$ cat config.mk
export PLATFORM = sky130hd
export DESIGN_NAME = stable_priority_queue_top_flat
export DESIGN_NICKNAME = d
export VERILOG_FILES = /design/src/rtl/core/spq_pkg.sv /design/src/rtl/core/spq_if.sv /design/src/rtl/core/spq_cell.sv /design/src/rtl/core/stable_priority_queue_top.sv /design/src/flat_wrapper.sv
export SDC_FILE = /design/constraint.sdc
export NUM_CORES = 2
export LEC_CHECK = 0
export ABC_AREA = 1
export BUFFER_PORTS_ARGS = -buffer_cell sky130_fd_sc_hd__buf_2
export CAP_MARGIN = 20
export CORE_MARGIN = 8
export CORE_UTILIZATION = 40
export CTS_CLUSTER_SIZE = 25
export DETAILED_ROUTE_END_ITERATION = 10
export PLACE_DENSITY_LB_ADDON = 0.1
export REMOVE_ABC_BUFFERS = 1
export SLEW_MARGIN = 20
export SYNTH_ARGS = -nofsm -noshare
export SYNTH_HDL_FRONTEND = slang
export SYNTH_SLANG_ARGS = --single-unit
$ cat constraint.sdc
create_clock -name clk -period 10.72 [get_ports clk]
set_input_delay 0.536 -clock clk [delete_from_list [all_inputs] [get_ports clk]]
set_output_delay 0.536 -clock clk [all_outputs]
set_load 0.02 [all_outputs]
$ cat src/rtl/core/spq_pkg.sv
// Package for the stable priority queue: opcode and status codes, cell control.
// No dependencies; every other file of the block refers to it by scoped name.
package spq_pkg;

    localparam int PRIO_BITS     = 16;
    localparam int WORD_BITS     = 32;
    localparam int OPCODE_BITS   = 2;
    localparam int STATUS_BITS   = 2;
    localparam int MIN_PRIO_BITS = PRIO_BITS + 1;

    typedef enum logic [OPCODE_BITS-1:0] {
        OP_ENQ  = 2'd0,
        OP_DEQ  = 2'd1,
        OP_PEEK = 2'd2
    } opcode_t;

    typedef enum logic [STATUS_BITS-1:0] {
        ST_OK    = 2'd0,
        ST_EMPTY = 2'd1,
        ST_FULL  = 2'd2
    } status_t;

    // Broadcast to every cell of the chain for one transfer
    typedef struct packed {
        logic enq;
        logic deq;
    } cell_ctrl_t;

endpackage

$ cat src/rtl/core/spq_if.sv
// Handshake interfaces for the request and response channels.
// Depends on spq_pkg for field widths.
interface spq_req_if;
    logic                               valid;
    logic                               ready;
    logic [spq_pkg::OPCODE_BITS-1:0]    opcode;
    logic [spq_pkg::PRIO_BITS-1:0]      priority_req;
    logic [spq_pkg::WORD_BITS-1:0]      payload;

    modport source (output valid, output opcode, output priority_req, output payload,
                    input ready);
    modport sink   (input valid, input opcode, input priority_req, input payload,
                    output ready);
endinterface

interface spq_rsp_if #(
    parameter int COUNT_BITS = 5
);
    logic                                    valid;
    logic                                    ready;
    logic [spq_pkg::STATUS_BITS-1:0]         status;
    logic [spq_pkg::WORD_BITS-1:0]           removed_payload;
    logic                                    head_valid;
    logic [spq_pkg::WORD_BITS-1:0]           head_payload;
    logic signed [spq_pkg::MIN_PRIO_BITS-1:0] min_priority;
    logic [COUNT_BITS-1:0]                   entry_count;

    modport source (output valid, output status, output removed_payload,
                    output head_valid, output head_payload, output min_priority,
                    output entry_count, input ready);
    modport sink   (input valid, input status, input removed_payload,
                    input head_valid, input head_payload, input min_priority,
                    input entry_count, output ready);
endinterface

$ cat src/rtl/core/spq_cell.sv
// One cell of the sorted chain: holds a single entry and trades it with its
// neighbours on enqueue and dequeue. Depends on spq_pkg.
module spq_cell #(
    parameter int PAYLOAD_BITS = 32
) (
    input  logic                              clk,
    input  logic                              rst_n,
    input  spq_pkg::cell_ctrl_t               ctrl,
    input  logic [spq_pkg::PRIO_BITS-1:0]     new_prio,
    input  logic [PAYLOAD_BITS-1:0]           new_data,
    input  logic                              prev_valid,
    input  logic [spq_pkg::PRIO_BITS-1:0]     prev_prio,
    input  logic [PAYLOAD_BITS-1:0]           prev_data,
    input  logic                              prev_gt,
    input  logic                              next_valid,
    input  logic [spq_pkg::PRIO_BITS-1:0]     next_prio,
    input  logic [PAYLOAD_BITS-1:0]           next_data,
    output logic                              valid,
    output logic [spq_pkg::PRIO_BITS-1:0]     prio,
    output logic [PAYLOAD_BITS-1:0]           data,
    output logic                              gt,
    output logic                              valid_next,
    output logic [spq_pkg::PRIO_BITS-1:0]     prio_next,
    output logic [PAYLOAD_BITS-1:0]           data_next
);

    logic                          valid_reg;
    logic [spq_pkg::PRIO_BITS-1:0] prio_reg;
    logic [PAYLOAD_BITS-1:0]       data_reg;

    // New entry goes behind this cell unless this one is empty or strictly greater
    assign gt = !valid_reg || (prio_reg > new_prio);

    // Next entry: shift down on dequeue, shift up or capture on enqueue
    always_comb
    begin
        valid_next = valid_reg;
        prio_next  = prio_reg;
        data_next  = data_reg;
        priority if (ctrl.deq)
        begin
            valid_next = next_valid;
            prio_next  = next_prio;
            data_next  = next_data;
        end
        else if (ctrl.enq && gt)
        begin
            if (prev_gt)
            begin
                valid_next = prev_valid;
                prio_next  = prev_prio;
                data_next  = prev_data;
            end
            else
            begin
                valid_next = 1'b1;
                prio_next  = new_prio;
                data_next  = new_data;
            end
        end
    end

    always_ff @(posedge clk or negedge rst_n)
    begin
        if (!rst_n)
        begin
            valid_reg <= 1'b0;
        end
        else
        begin
            valid_reg <= valid_next;
        end
    end

    // Entry contents carry no reset; valid gates every read
    always_ff @(posedge clk)
    begin
        prio_reg <= prio_next;
        data_reg <= data_next;
    end

    assign valid = valid_reg;
    assign prio  = prio_reg;
    assign data  = data_reg;

endmodule

$ cat src/rtl/core/stable_priority_queue_top.sv
// Stable priority queue: a chain of DEPTH cells kept in ascending priority order.
// Each response is registered and presented in the cycle after its transfer.
// One request per cycle when not stalled; every cell compares against the new
// priority in parallel and trades its entry with a neighbour in the same cycle.
// Reset: asynchronous, empties the queue and the response register; entry
// contents are not cleared, valid bits gate them.
module stable_priority_queue_top #(
    parameter int DEPTH        = 16,
    parameter int PAYLOAD_BITS = 32
) (
    input  logic        clk,
    input  logic        rst_n,
    spq_req_if.sink     req,
    spq_rsp_if.source   rsp
);

    localparam int CNT_BITS = $clog2(DEPTH + 1);
    localparam int PB       = spq_pkg::PRIO_BITS;
    localparam int WB       = spq_pkg::WORD_BITS;

    // Chain wiring
    logic                    cell_valid [DEPTH];
    logic [PB-1:0]           cell_prio  [DEPTH];
    logic [PAYLOAD_BITS-1:0] cell_data  [DEPTH];
    logic                    cell_gt    [DEPTH];
    logic                    cell_vnext [DEPTH];
    logic [PB-1:0]           cell_pnext [DEPTH];
    logic [PAYLOAD_BITS-1:0] cell_dnext [DEPTH];
    logic [DEPTH-1:0]        valid_vec;

    logic                    accept;
    logic                    full;
    logic                    empty;
    spq_pkg::opcode_t        op;
    spq_pkg::cell_ctrl_t     ctrl;
    spq_pkg::status_t        status_next;
    logic [PAYLOAD_BITS-1:0] new_data;
    logic [WB-1:0]           head_word;
    logic [WB-1:0]           removed_word;

    logic [CNT_BITS-1:0]     count_reg;
    logic [CNT_BITS-1:0]     count_next;

    logic                    rsp_valid_reg;
    spq_pkg::status_t        status_reg;
    logic [WB-1:0]           removed_reg;
    logic                    head_valid_reg;
    logic [WB-1:0]           head_payload_reg;
    logic signed [spq_pkg::MIN_PRIO_BITS-1:0] min_prio_reg;
    logic [CNT_BITS-1:0]     entry_count_reg;

    // Request transfer when the response slot is free or being drained
    assign req.ready = !rsp_valid_reg || rsp.ready;
    assign accept    = req.valid && req.ready;
    assign op        = spq_pkg::opcode_t'(req.opcode);
    assign full      = cell_valid[DEPTH-1];
    assign empty     = !cell_valid[0];

    // Decode; full enqueue and empty dequeue leave the chain alone
    always_comb
    begin
        ctrl.enq    = 1'b0;
        ctrl.deq    = 1'b0;
        status_next = spq_pkg::ST_OK;
        count_next  = count_reg;
        unique case (op)
            spq_pkg::OP_ENQ:
            begin
                if (full)
                begin
                    status_next = spq_pkg::ST_FULL;
                end
                else
                begin
                    ctrl.enq   = accept;
                    count_next = accept ? count_reg + 1'b1 : count_reg;
                end
            end
            spq_pkg::OP_DEQ:
            begin
                if (empty)
                begin
                    status_next = spq_pkg::ST_EMPTY;
                end
                else
                begin
                    ctrl.deq   = accept;
                    count_next = accept ? count_reg - 1'b1 : count_reg;
                end
            end
            default:
            begin
                status_next = spq_pkg::ST_OK;
            end
        endcase
    end

    // Payload width adaption between the ports and the stored entries
    generate
        if (PAYLOAD_BITS > WB)
        begin : g_wide
            assign new_data     = {{(PAYLOAD_BITS - WB){1'b0}}, req.payload};
            assign head_word    = cell_dnext[0][WB-1:0];
            assign removed_word = cell_data[0][WB-1:0];
        end
        else if (PAYLOAD_BITS == WB)
        begin : g_same
            assign new_data     = req.payload;
            assign head_word    = cell_dnext[0];
            assign removed_word = cell_data[0];
        end
        else
        begin : g_narrow
            assign new_data     = req.payload[PAYLOAD_BITS-1:0];
            assign head_word    = {{(WB - PAYLOAD_BITS){1'b0}}, cell_dnext[0]};
            assign removed_word = {{(WB - PAYLOAD_BITS){1'b0}}, cell_data[0]};
        end
    endgenerate

    // Row of cells, each linked to both neighbours
    generate
        for (genvar i = 0; i < DEPTH; i++)
        begin : g_cell
            logic                    p_valid;
            logic [PB-1:0]           p_prio;
            logic [PAYLOAD_BITS-1:0] p_data;
            logic                    p_gt;
            logic                    n_valid;
            logic [PB-1:0]           n_prio;
            logic [PAYLOAD_BITS-1:0] n_data;

            if (i == 0)
            begin : g_first
                assign p_valid = 1'b0;
                assign p_prio  = '0;
                assign p_data  = '0;
                assign p_gt    = 1'b0;
            end
            else
            begin : g_mid_prev
                assign p_valid = cell_valid[i-1];
                assign p_prio  = cell_prio[i-1];
                assign p_data  = cell_data[i-1];
                assign p_gt    = cell_gt[i-1];
            end

            if (i == DEPTH - 1)
            begin : g_last
                assign n_valid = 1'b0;
                assign n_prio  = '0;
                assign n_data  = '0;
            end
            else
            begin : g_mid_next
                assign n_valid = cell_valid[i+1];
                assign n_prio  = cell_prio[i+1];
                assign n_data  = cell_data[i+1];
            end

            spq_cell #(
                .PAYLOAD_BITS (PAYLOAD_BITS)
            ) u_cell (
                .clk        (clk),
                .rst_n      (rst_n),
                .ctrl       (ctrl),
                .new_prio   (req.priority_req),
                .new_data   (new_data),
                .prev_valid (p_valid),
                .prev_prio  (p_prio),
                .prev_data  (p_data),
                .prev_gt    (p_gt),
                .next_valid (n_valid),
                .next_prio  (n_prio),
                .next_data  (n_data),
                .valid      (cell_valid[i]),
                .prio       (cell_prio[i]),
                .data       (cell_data[i]),
                .gt         (cell_gt[i]),
                .valid_next (cell_vnext[i]),
                .prio_next  (cell_pnext[i]),
                .data_next  (cell_dnext[i])
            );

            assign valid_vec[i] = cell_valid[i];
        end
    endgenerate

    // Occupancy and response register
    always_ff @(posedge clk or negedge rst_n)
    begin
        if (!rst_n)
        begin
            count_reg     <= '0;
            rsp_valid_reg <= 1'b0;
        end
        else
        begin
            count_reg <= count_next;
            if (accept)
            begin
                rsp_valid_reg <= 1'b1;
            end
            else if (rsp.ready)
            begin
                rsp_valid_reg <= 1'b0;
            end
        end
    end

    // Response payload, captured on each request transfer
    always_ff @(posedge clk)
    begin
        if (accept)
        begin
            status_reg      <= status_next;
            removed_reg     <= ctrl.deq ? removed_word : '0;
            head_valid_reg  <= cell_vnext[0];
            head_payload_reg <= cell_vnext[0] ? head_word : '0;
            min_prio_reg    <= cell_vnext[0] ? $signed({1'b0, cell_pnext[0]}) : '1;
            entry_count_reg <= count_next;
        end
    end

    assign rsp.valid           = rsp_valid_reg;
    assign rsp.status          = status_reg;
    assign rsp.removed_payload = removed_reg;
    assign rsp.head_valid      = head_valid_reg;
    assign rsp.head_payload    = head_payload_reg;
    assign rsp.min_priority    = min_prio_reg;
    assign rsp.entry_count     = entry_count_reg;

    // Occupied cells always form a contiguous run from the head
    a_contiguous: assert property (@(posedge clk) disable iff (!rst_n)
        (valid_vec & (valid_vec + 1'b1)) == '0)
        else $error("occupied cells not contiguous");

    // Counter tracks the occupied cells
    a_count: assert property (@(posedge clk) disable iff (!rst_n)
        count_reg == CNT_BITS'($countones(valid_vec)))
        else $error("occupancy counter out of step with cells");

    // A good dequeue shrinks the queue by one
    a_deq: assert property (@(posedge clk) disable iff (!rst_n)
        accept && op == spq_pkg::OP_DEQ && !empty |=> count_reg == $past(count_reg) - 1'b1)
        else $error("dequeue did not remove one entry");

    // A full enqueue reports the drop and leaves the count unchanged
    a_full: assert property (@(posedge clk) disable iff (!rst_n)
        accept && op == spq_pkg::OP_ENQ && full |=>
            rsp.valid && rsp.status == spq_pkg::ST_FULL && count_reg == $past(count_reg))
        else $error("full enqueue not reported as dropped");

endmodule

$ cat src/flat_wrapper.sv
// flat-port wrapper written by rule: the top's interface ports become plain ports
module stable_priority_queue_top_flat 
#(
    parameter int DEPTH        = 16,
    parameter int PAYLOAD_BITS = 32
)
  (clk, rst_n, req_valid, req_opcode, req_priority_req, req_payload, req_ready, rsp_valid, rsp_status, rsp_removed_payload, rsp_head_valid, rsp_head_payload, rsp_min_priority, rsp_entry_count, rsp_ready);
  spq_req_if req_i ();
  spq_rsp_if #(.COUNT_BITS((5))) rsp_i ();
  input  logic clk;
  input  logic rst_n;
  input wire logic [$bits(req_i.valid)-1:0] req_valid;
  input wire logic [$bits(req_i.opcode)-1:0] req_opcode;
  input wire logic [$bits(req_i.priority_req)-1:0] req_priority_req;
  input wire logic [$bits(req_i.payload)-1:0] req_payload;
  output wire logic [$bits(req_i.ready)-1:0] req_ready;
  output wire logic [$bits(rsp_i.valid)-1:0] rsp_valid;
  output wire logic [$bits(rsp_i.status)-1:0] rsp_status;
  output wire logic [$bits(rsp_i.removed_payload)-1:0] rsp_removed_payload;
  output wire logic [$bits(rsp_i.head_valid)-1:0] rsp_head_valid;
  output wire logic [$bits(rsp_i.head_payload)-1:0] rsp_head_payload;
  output wire logic [$bits(rsp_i.min_priority)-1:0] rsp_min_priority;
  output wire logic [$bits(rsp_i.entry_count)-1:0] rsp_entry_count;
  input wire logic [$bits(rsp_i.ready)-1:0] rsp_ready;
  assign req_i.valid = req_valid;
  assign req_i.opcode = req_opcode;
  assign req_i.priority_req = req_priority_req;
  assign req_i.payload = req_payload;
  assign req_ready = req_i.ready;
  assign rsp_valid = rsp_i.valid;
  assign rsp_status = rsp_i.status;
  assign rsp_removed_payload = rsp_i.removed_payload;
  assign rsp_head_valid = rsp_i.head_valid;
  assign rsp_head_payload = rsp_i.head_payload;
  assign rsp_min_priority = rsp_i.min_priority;
  assign rsp_entry_count = rsp_i.entry_count;
  assign rsp_i.ready = rsp_ready;
  stable_priority_queue_top #(.DEPTH(DEPTH), .PAYLOAD_BITS(PAYLOAD_BITS)) u_core (.clk(clk), .rst_n(rst_n), .req(req_i), .rsp(rsp_i));
endmodule
---- Yosys cells after proc, flatten, opt, wreduce, memory -nomap -nowiden ----
Index checks and enable logic that the tools add are counted.
storage, ports and cells
  logic and storage cells ................. 296
  RAM bits ................................ 0
  memories ................................ 0
  latch bits .............................. 0
  ROM bits ................................ 0
  bits in registers ....................... 879
operators by class
  eq/ne operators ......................... 1
  order comparisons ....................... 16
  bitwise gates (word level) .............. 0
  add/sub/neg operators ................... 2
  multiply operators ...................... 0
  div/mod/pow operators ................... 0
  mux-type cells .......................... 152
  reductions and logical operators ........ 68
  shift-type cells ........................ 0
operators by type and width
  kind                   number
  $mux W32               45
  $mux W16               45
  $gt A16 B16 Y1         16
  $mux W1                54
  $reduce_bool A2 Y1     16
  $mux W5                4
  $logic_and A1 B1 Y1    17
  $logic_not A1 Y1       17
  $logic_or A1 B1 Y1     17
  $mux W17               1
  $pmux W5 S2            1
  $add A5 B1 Y5 const B  1
  $sub A5 B1 Y5 const B  1
  $pmux W2 S2            1
  $eq A2 B1 Y1 const B   1
  $logic_not A2 Y1       1
  $mux W2                1

---- Longest topological paths before layout ----
  word-level depth ........................ 9
  mapped depth ............................ 19

---- Hierarchy ----
A second synthesis with hierarchy kept.
unflattened totals
  cells, all modules ...................... 8530
  area, all modules ....................... 56356.6 um2
by module, submodules not included
  module                     cells each  instances  sequential area each (um2)  area each (um2)
  spq_cell                   514         16         985.9                       3285.7
  stable_priority_queue_top  306         1          2822.7                      3786.1

---- Worst setup path after synthesis ----
No wires, ideal clock.
  path kind ............................... input port to flip-flop
  start ................................... in rsp_ready
  end ..................................... reg u_core.g_cell[10].u_cell.data_reg[0], enable pin
  data required time ...................... 10.314 ns
  slack ................................... 5.763 ns
  library setup time ...................... 0.406 ns
  arrival ................................. 4.551 ns
  cell stages on the path ................. 9
  path through ............................ inv_1 > nand2_1 > nand2_1 > inv_1 > nand2_4 > buf_2 > buf_2 > buf_2 > nand2_1
on the way
  cells in the longest elaborated chain, start to end .. 6
  elaborated cells on any way between the ends .. 8
RTL lines
  element                                  RTL line                         source
  start, declared                          flat_wrapper.sv:24               input wire logic [$bits(rsp_i.ready)-1:0] rsp_ready;
  $logic_or A1 B1 Y1 (*)                   stable_priority_queue_top.sv:53  assign req.ready = !rsp_valid_reg || rsp.ready;
  net req_ready                            flat_wrapper.sv:16               output wire logic [$bits(req_i.ready)-1:0] req_ready;
  $logic_and A1 B1 Y1 (*)                  stable_priority_queue_top.sv:54  assign accept = req.valid && req.ready;
  net u_core.accept                        stable_priority_queue_top.sv:31  logic accept;
  $mux W1                                  stable_priority_queue_top.sv:69  if (full)
  $mux W1                                  stable_priority_queue_top.sv:66  unique case (op)
  $logic_and A1 B1 Y1                      spq_cell.sv:46                   else if (ctrl.enq && gt)
  $reduce_bool A2 Y1 (no source line) (*)  --
  end signal, assigned                     spq_cell.sv:79                   data_reg <= data_next;
  end, declared                            spq_cell.sv:29                   logic [PAYLOAD_BITS-1:0] data_reg;
Mark *: on every way through the listed nets, which the timed path passes. The rest lies on a longest branch.
A chain may end at the register's enable or synchronous reset.

==> impl_results.rst <==
.. list-table::
   :header-rows: 1

   * - Metric
     - Value
   * - Overall Global Routing Usage
     - 0.197
   * - Number of synthesized flops with an enable pin
     - 761
   * - Layout Area Growth over Synthesis
     - 9.81%
   * - Mapped Area
     - 0.0523 mm²
   * - Global-route wire length before repair
     - 233,000 µm
   * - Placement Cell Area
     - 0.0539 mm²
   * - Syn_area_per_cell
     - 7.65 µm²
   * - Gp weighted congestion
     - 0.791
   * - Synth warnings
     - 0
   * - Area fraction in compound gates after synthesis
     - 0.0324
   * - Leakage dissipation
     - 27.5 nW
   * - Clock Sinks
     - 879
   * - Die Height
     - 377 µm
   * - Ports
     - 145
   * - Number of H-tree branching levels
     - 3
   * - Start-to-end type of the worst setup path
     - flop to flop
   * - Max-slew violations
     - 0
   * - Count of buffers inserted at the top-level ports
     - 144
   * - Worst-path fanout max
     - 219
   * - Total via count after detailed routing
     - 41,892
   * - Total routed wirelength
     - 144,000 µm
   * - Number of buffers added by the clock tree synthesis step
     - 105
   * - RSZ-0062 raised after global routing
     - no
   * - Area share of the leading cell type in the synthesized netlist
     - 0.437
   * - Via count of the first global-routing pass
     - 40,572
   * - Critical Path Sink Type
     - flop
   * - Clock tree from TritonCTS
     - yes
   * - Total negative slack
     - 0 ps
   * - Run status
     - finished clean
   * - Post-synthesis share of cell area spent on and, or, nand and nor gates
     - 0.326
   * - Combinational family with the most area after synthesis
     - simple AND/OR/NAND/NOR gates
   * - Diode count
     - 0
   * - Largest net degree at the start of global routing
     - 220
   * - Maximum number of buffers from clock root to sink
     - 3
   * - Detailed placer's ending HPWL
     - 94,000 µm
   * - Count of distinct cell types in the synthesized netlist
     - 37
   * - Synth Area in XOR/XNOR
     - 0.000335
   * - Flop and latch count out of synthesis
     - 879
   * - Gate count of the mapped netlist
     - 6,833
   * - Final setup violation count
     - 0
   * - Fraction of the mapped netlist area in adder cells
     - 0.0579
   * - Worst-Skew Late Latency
     - 720 ps
   * - Dominant cells by area after synthesis
     - edfxtp_1 44%, nand2_1 20%, nand3_1 11%
   * - Mux cell area share after synthesis
     - 0.000192
   * - Width of the chip
     - 377 µm
   * - Area leader, netlist
     - edfxtp_1
   * - Relative slew margins
     - 0.230
   * - Crit share post-route
     - 0.438
   * - Number of iterations in the first detailed-routing pass
     - 5
   * - Drt drc
     - 0
   * - Clock transition at the registers of the reported paths
     - 50 ps
   * - Most repeated cell in the gate-level netlist after synthesis
     - nand2_1
   * - Number of routed nets with antenna violations
     - 0
   * - Final setup skew
     - 38.0 ps
   * - Site row count
     - 132
   * - Die Area
     - 0.142 mm²
   * - Initial antenna violation count
     - 0
   * - Detailed router's first-iteration violation count
     - 3,189
   * - Top cell types by occurrence after synthesis
     - 2,844 x nand2_1, 1,139 x nand3_1, 830 x inv_1, 761 x edfxtp_1, 242 x ha_1
   * - Nets@finish
     - 7,012
   * - Core region area
     - 0.130 mm²
   * - Via density
     - 4.90
   * - Share of cells above drive strength 1
     - 0.0588
   * - Maximum capacitance violations
     - 0
   * - Maximum clock frequency
     - 213 MHz
   * - Async SR Flop Fraction
     - 0.0250
   * - Post-route minimum period
     - 4690 ps
   * - Post-DR wirelength/cell
     - 16.8 µm
   * - Arrival time of the worst setup path
     - 5250 ps
   * - Predominant post-synthesis flop cell
     - edfxtp_1
   * - P per Cell Area
     - 225 mW/mm²
   * - Max FFs per register
     - 512
   * - CP Data Required Time
     - 11,280 ps
   * - Buffer cell driving the clock tree root
     - clkbuf_16
   * - Post-synthesis sequential area ratio
     - 0.485
   * - Hold crit path type
     - primary input to flop
   * - Critical path launch point type
     - flop
   * - Layout Cell Area excl Fill
     - 0.0574 mm²
   * - Worst supply voltage drop on vdd
     - 0.172 mV
   * - Global route total overflow
     - 0
   * - Starting density of the core
     - 0.403
   * - Post-CTS setup buffers
     - 0
   * - Actual slew at the worst max-slew pin
     - 1160 ps
   * - Final Hold Viols
     - 0
==> logic make-up after synthesis <==
logic type               Yosys count
buffers and inverters           1270
AND/OR/NAND/NOR                 4138
flip-flops                       879
AO/OA/AOI/OAI                    301
XOR/XNOR                           2
adder cells (fa/ha/maj)          242
multiplexers                       1
==> metal layers <==
layer  vias to the layer above  wire length [µm]  GRT usage
met5                         -                 0          0
met4                         0              2040     0.0404
met3                       124              7420     0.0245
met2                       925             60400      0.297
met1                     19074             73900      0.303
li1                      21769                 -          -
==> worst max-delay path, cell delays in order, from the launching register on <==
cell and delay [ps]:
dfrtp_1 370, nand2_1 100, nand2_1 150, inv_4 340, nand2_8 530, inv_16 780
buf_12 690, buf_4 860, nand2_1 130, nand2_1 110
==> through the flow <==
step | setup WS, ps | hold WS [ps] | power (mW) | util | instances
floorplan | -4400 | 240 | 8.12 | - | 6399
global placement | 5860 | 436 | 9.32 | 0.415 | 8349
detailed placement | 5790 | 439 | 9.40 | 0.416 | 8350
CTS | 6050 | 70.3 | 13.1 | 0.443 | 8548
global route | 5650 | 129 | 13.9 | 0.443 | 8548
finish | 6030 | 130 | 12.9 | 0.443 | 8548
==> cell type report <==
type	instances	area [µm²]
tap	1742	2180
clock buffer	157	3060
timing repair buffer	210	1310
multi-input combinational	4684	21900
fill	13185	72300
inverter	836	3160
sequential	879	25300
clock inverter	40	420
==> timing repair <==
action,CTS,global route
resized for setup,0,0
hold buffers,1,0
hold endpoints to repair,22,0
==> where the power goes <==
part	switching [mW]	internal (mW)
Sequential	0.323	4.75
Combinational	2.96	1.29
Clock	1.51	2.10
==> path summary, 6_finish.rpt <==
kind,slack [ps],cells past startpoint,from,endpoint
max in group asynchronous,9870,2,rst_n,u_core.g_cell[13].u_cell.valid
max reg2reg,6030,9,u_core.rsp.valid,u_core.g_cell[10].u_cell.data[12]
min,130,4,rsp_ready,u_core.rsp.valid
max,6030,9,u_core.rsp.valid,u_core.g_cell[10].u_cell.data[12]
min reg2reg,450,2,u_core.g_cell[15].u_cell.prio[11],u_core.g_cell[15].u_cell.prio[11]
min in group asynchronous,390,2,rst_n,u_core.count_reg[4]
==> cells in the final DEF, fill, tap and decap left out, types with 31 or more instances in the layout <==
master     synthesis  final
nand2_1         2844   2828
nand3_1         1139   1139
inv_1            830    829
edfxtp_1         761    761
ha_1             242    242
buf_2            212    144
a21oi_1          133    133
nor2_1           123    123
clkbuf_16          0    107
dfxtp_1           96     96
buf_4             15     58
o21ai_0           55     55
o211ai_1          54     54
o21ai_1           32     32
clkbuf_1         153     31
Power figures use the tool's default switching activity.
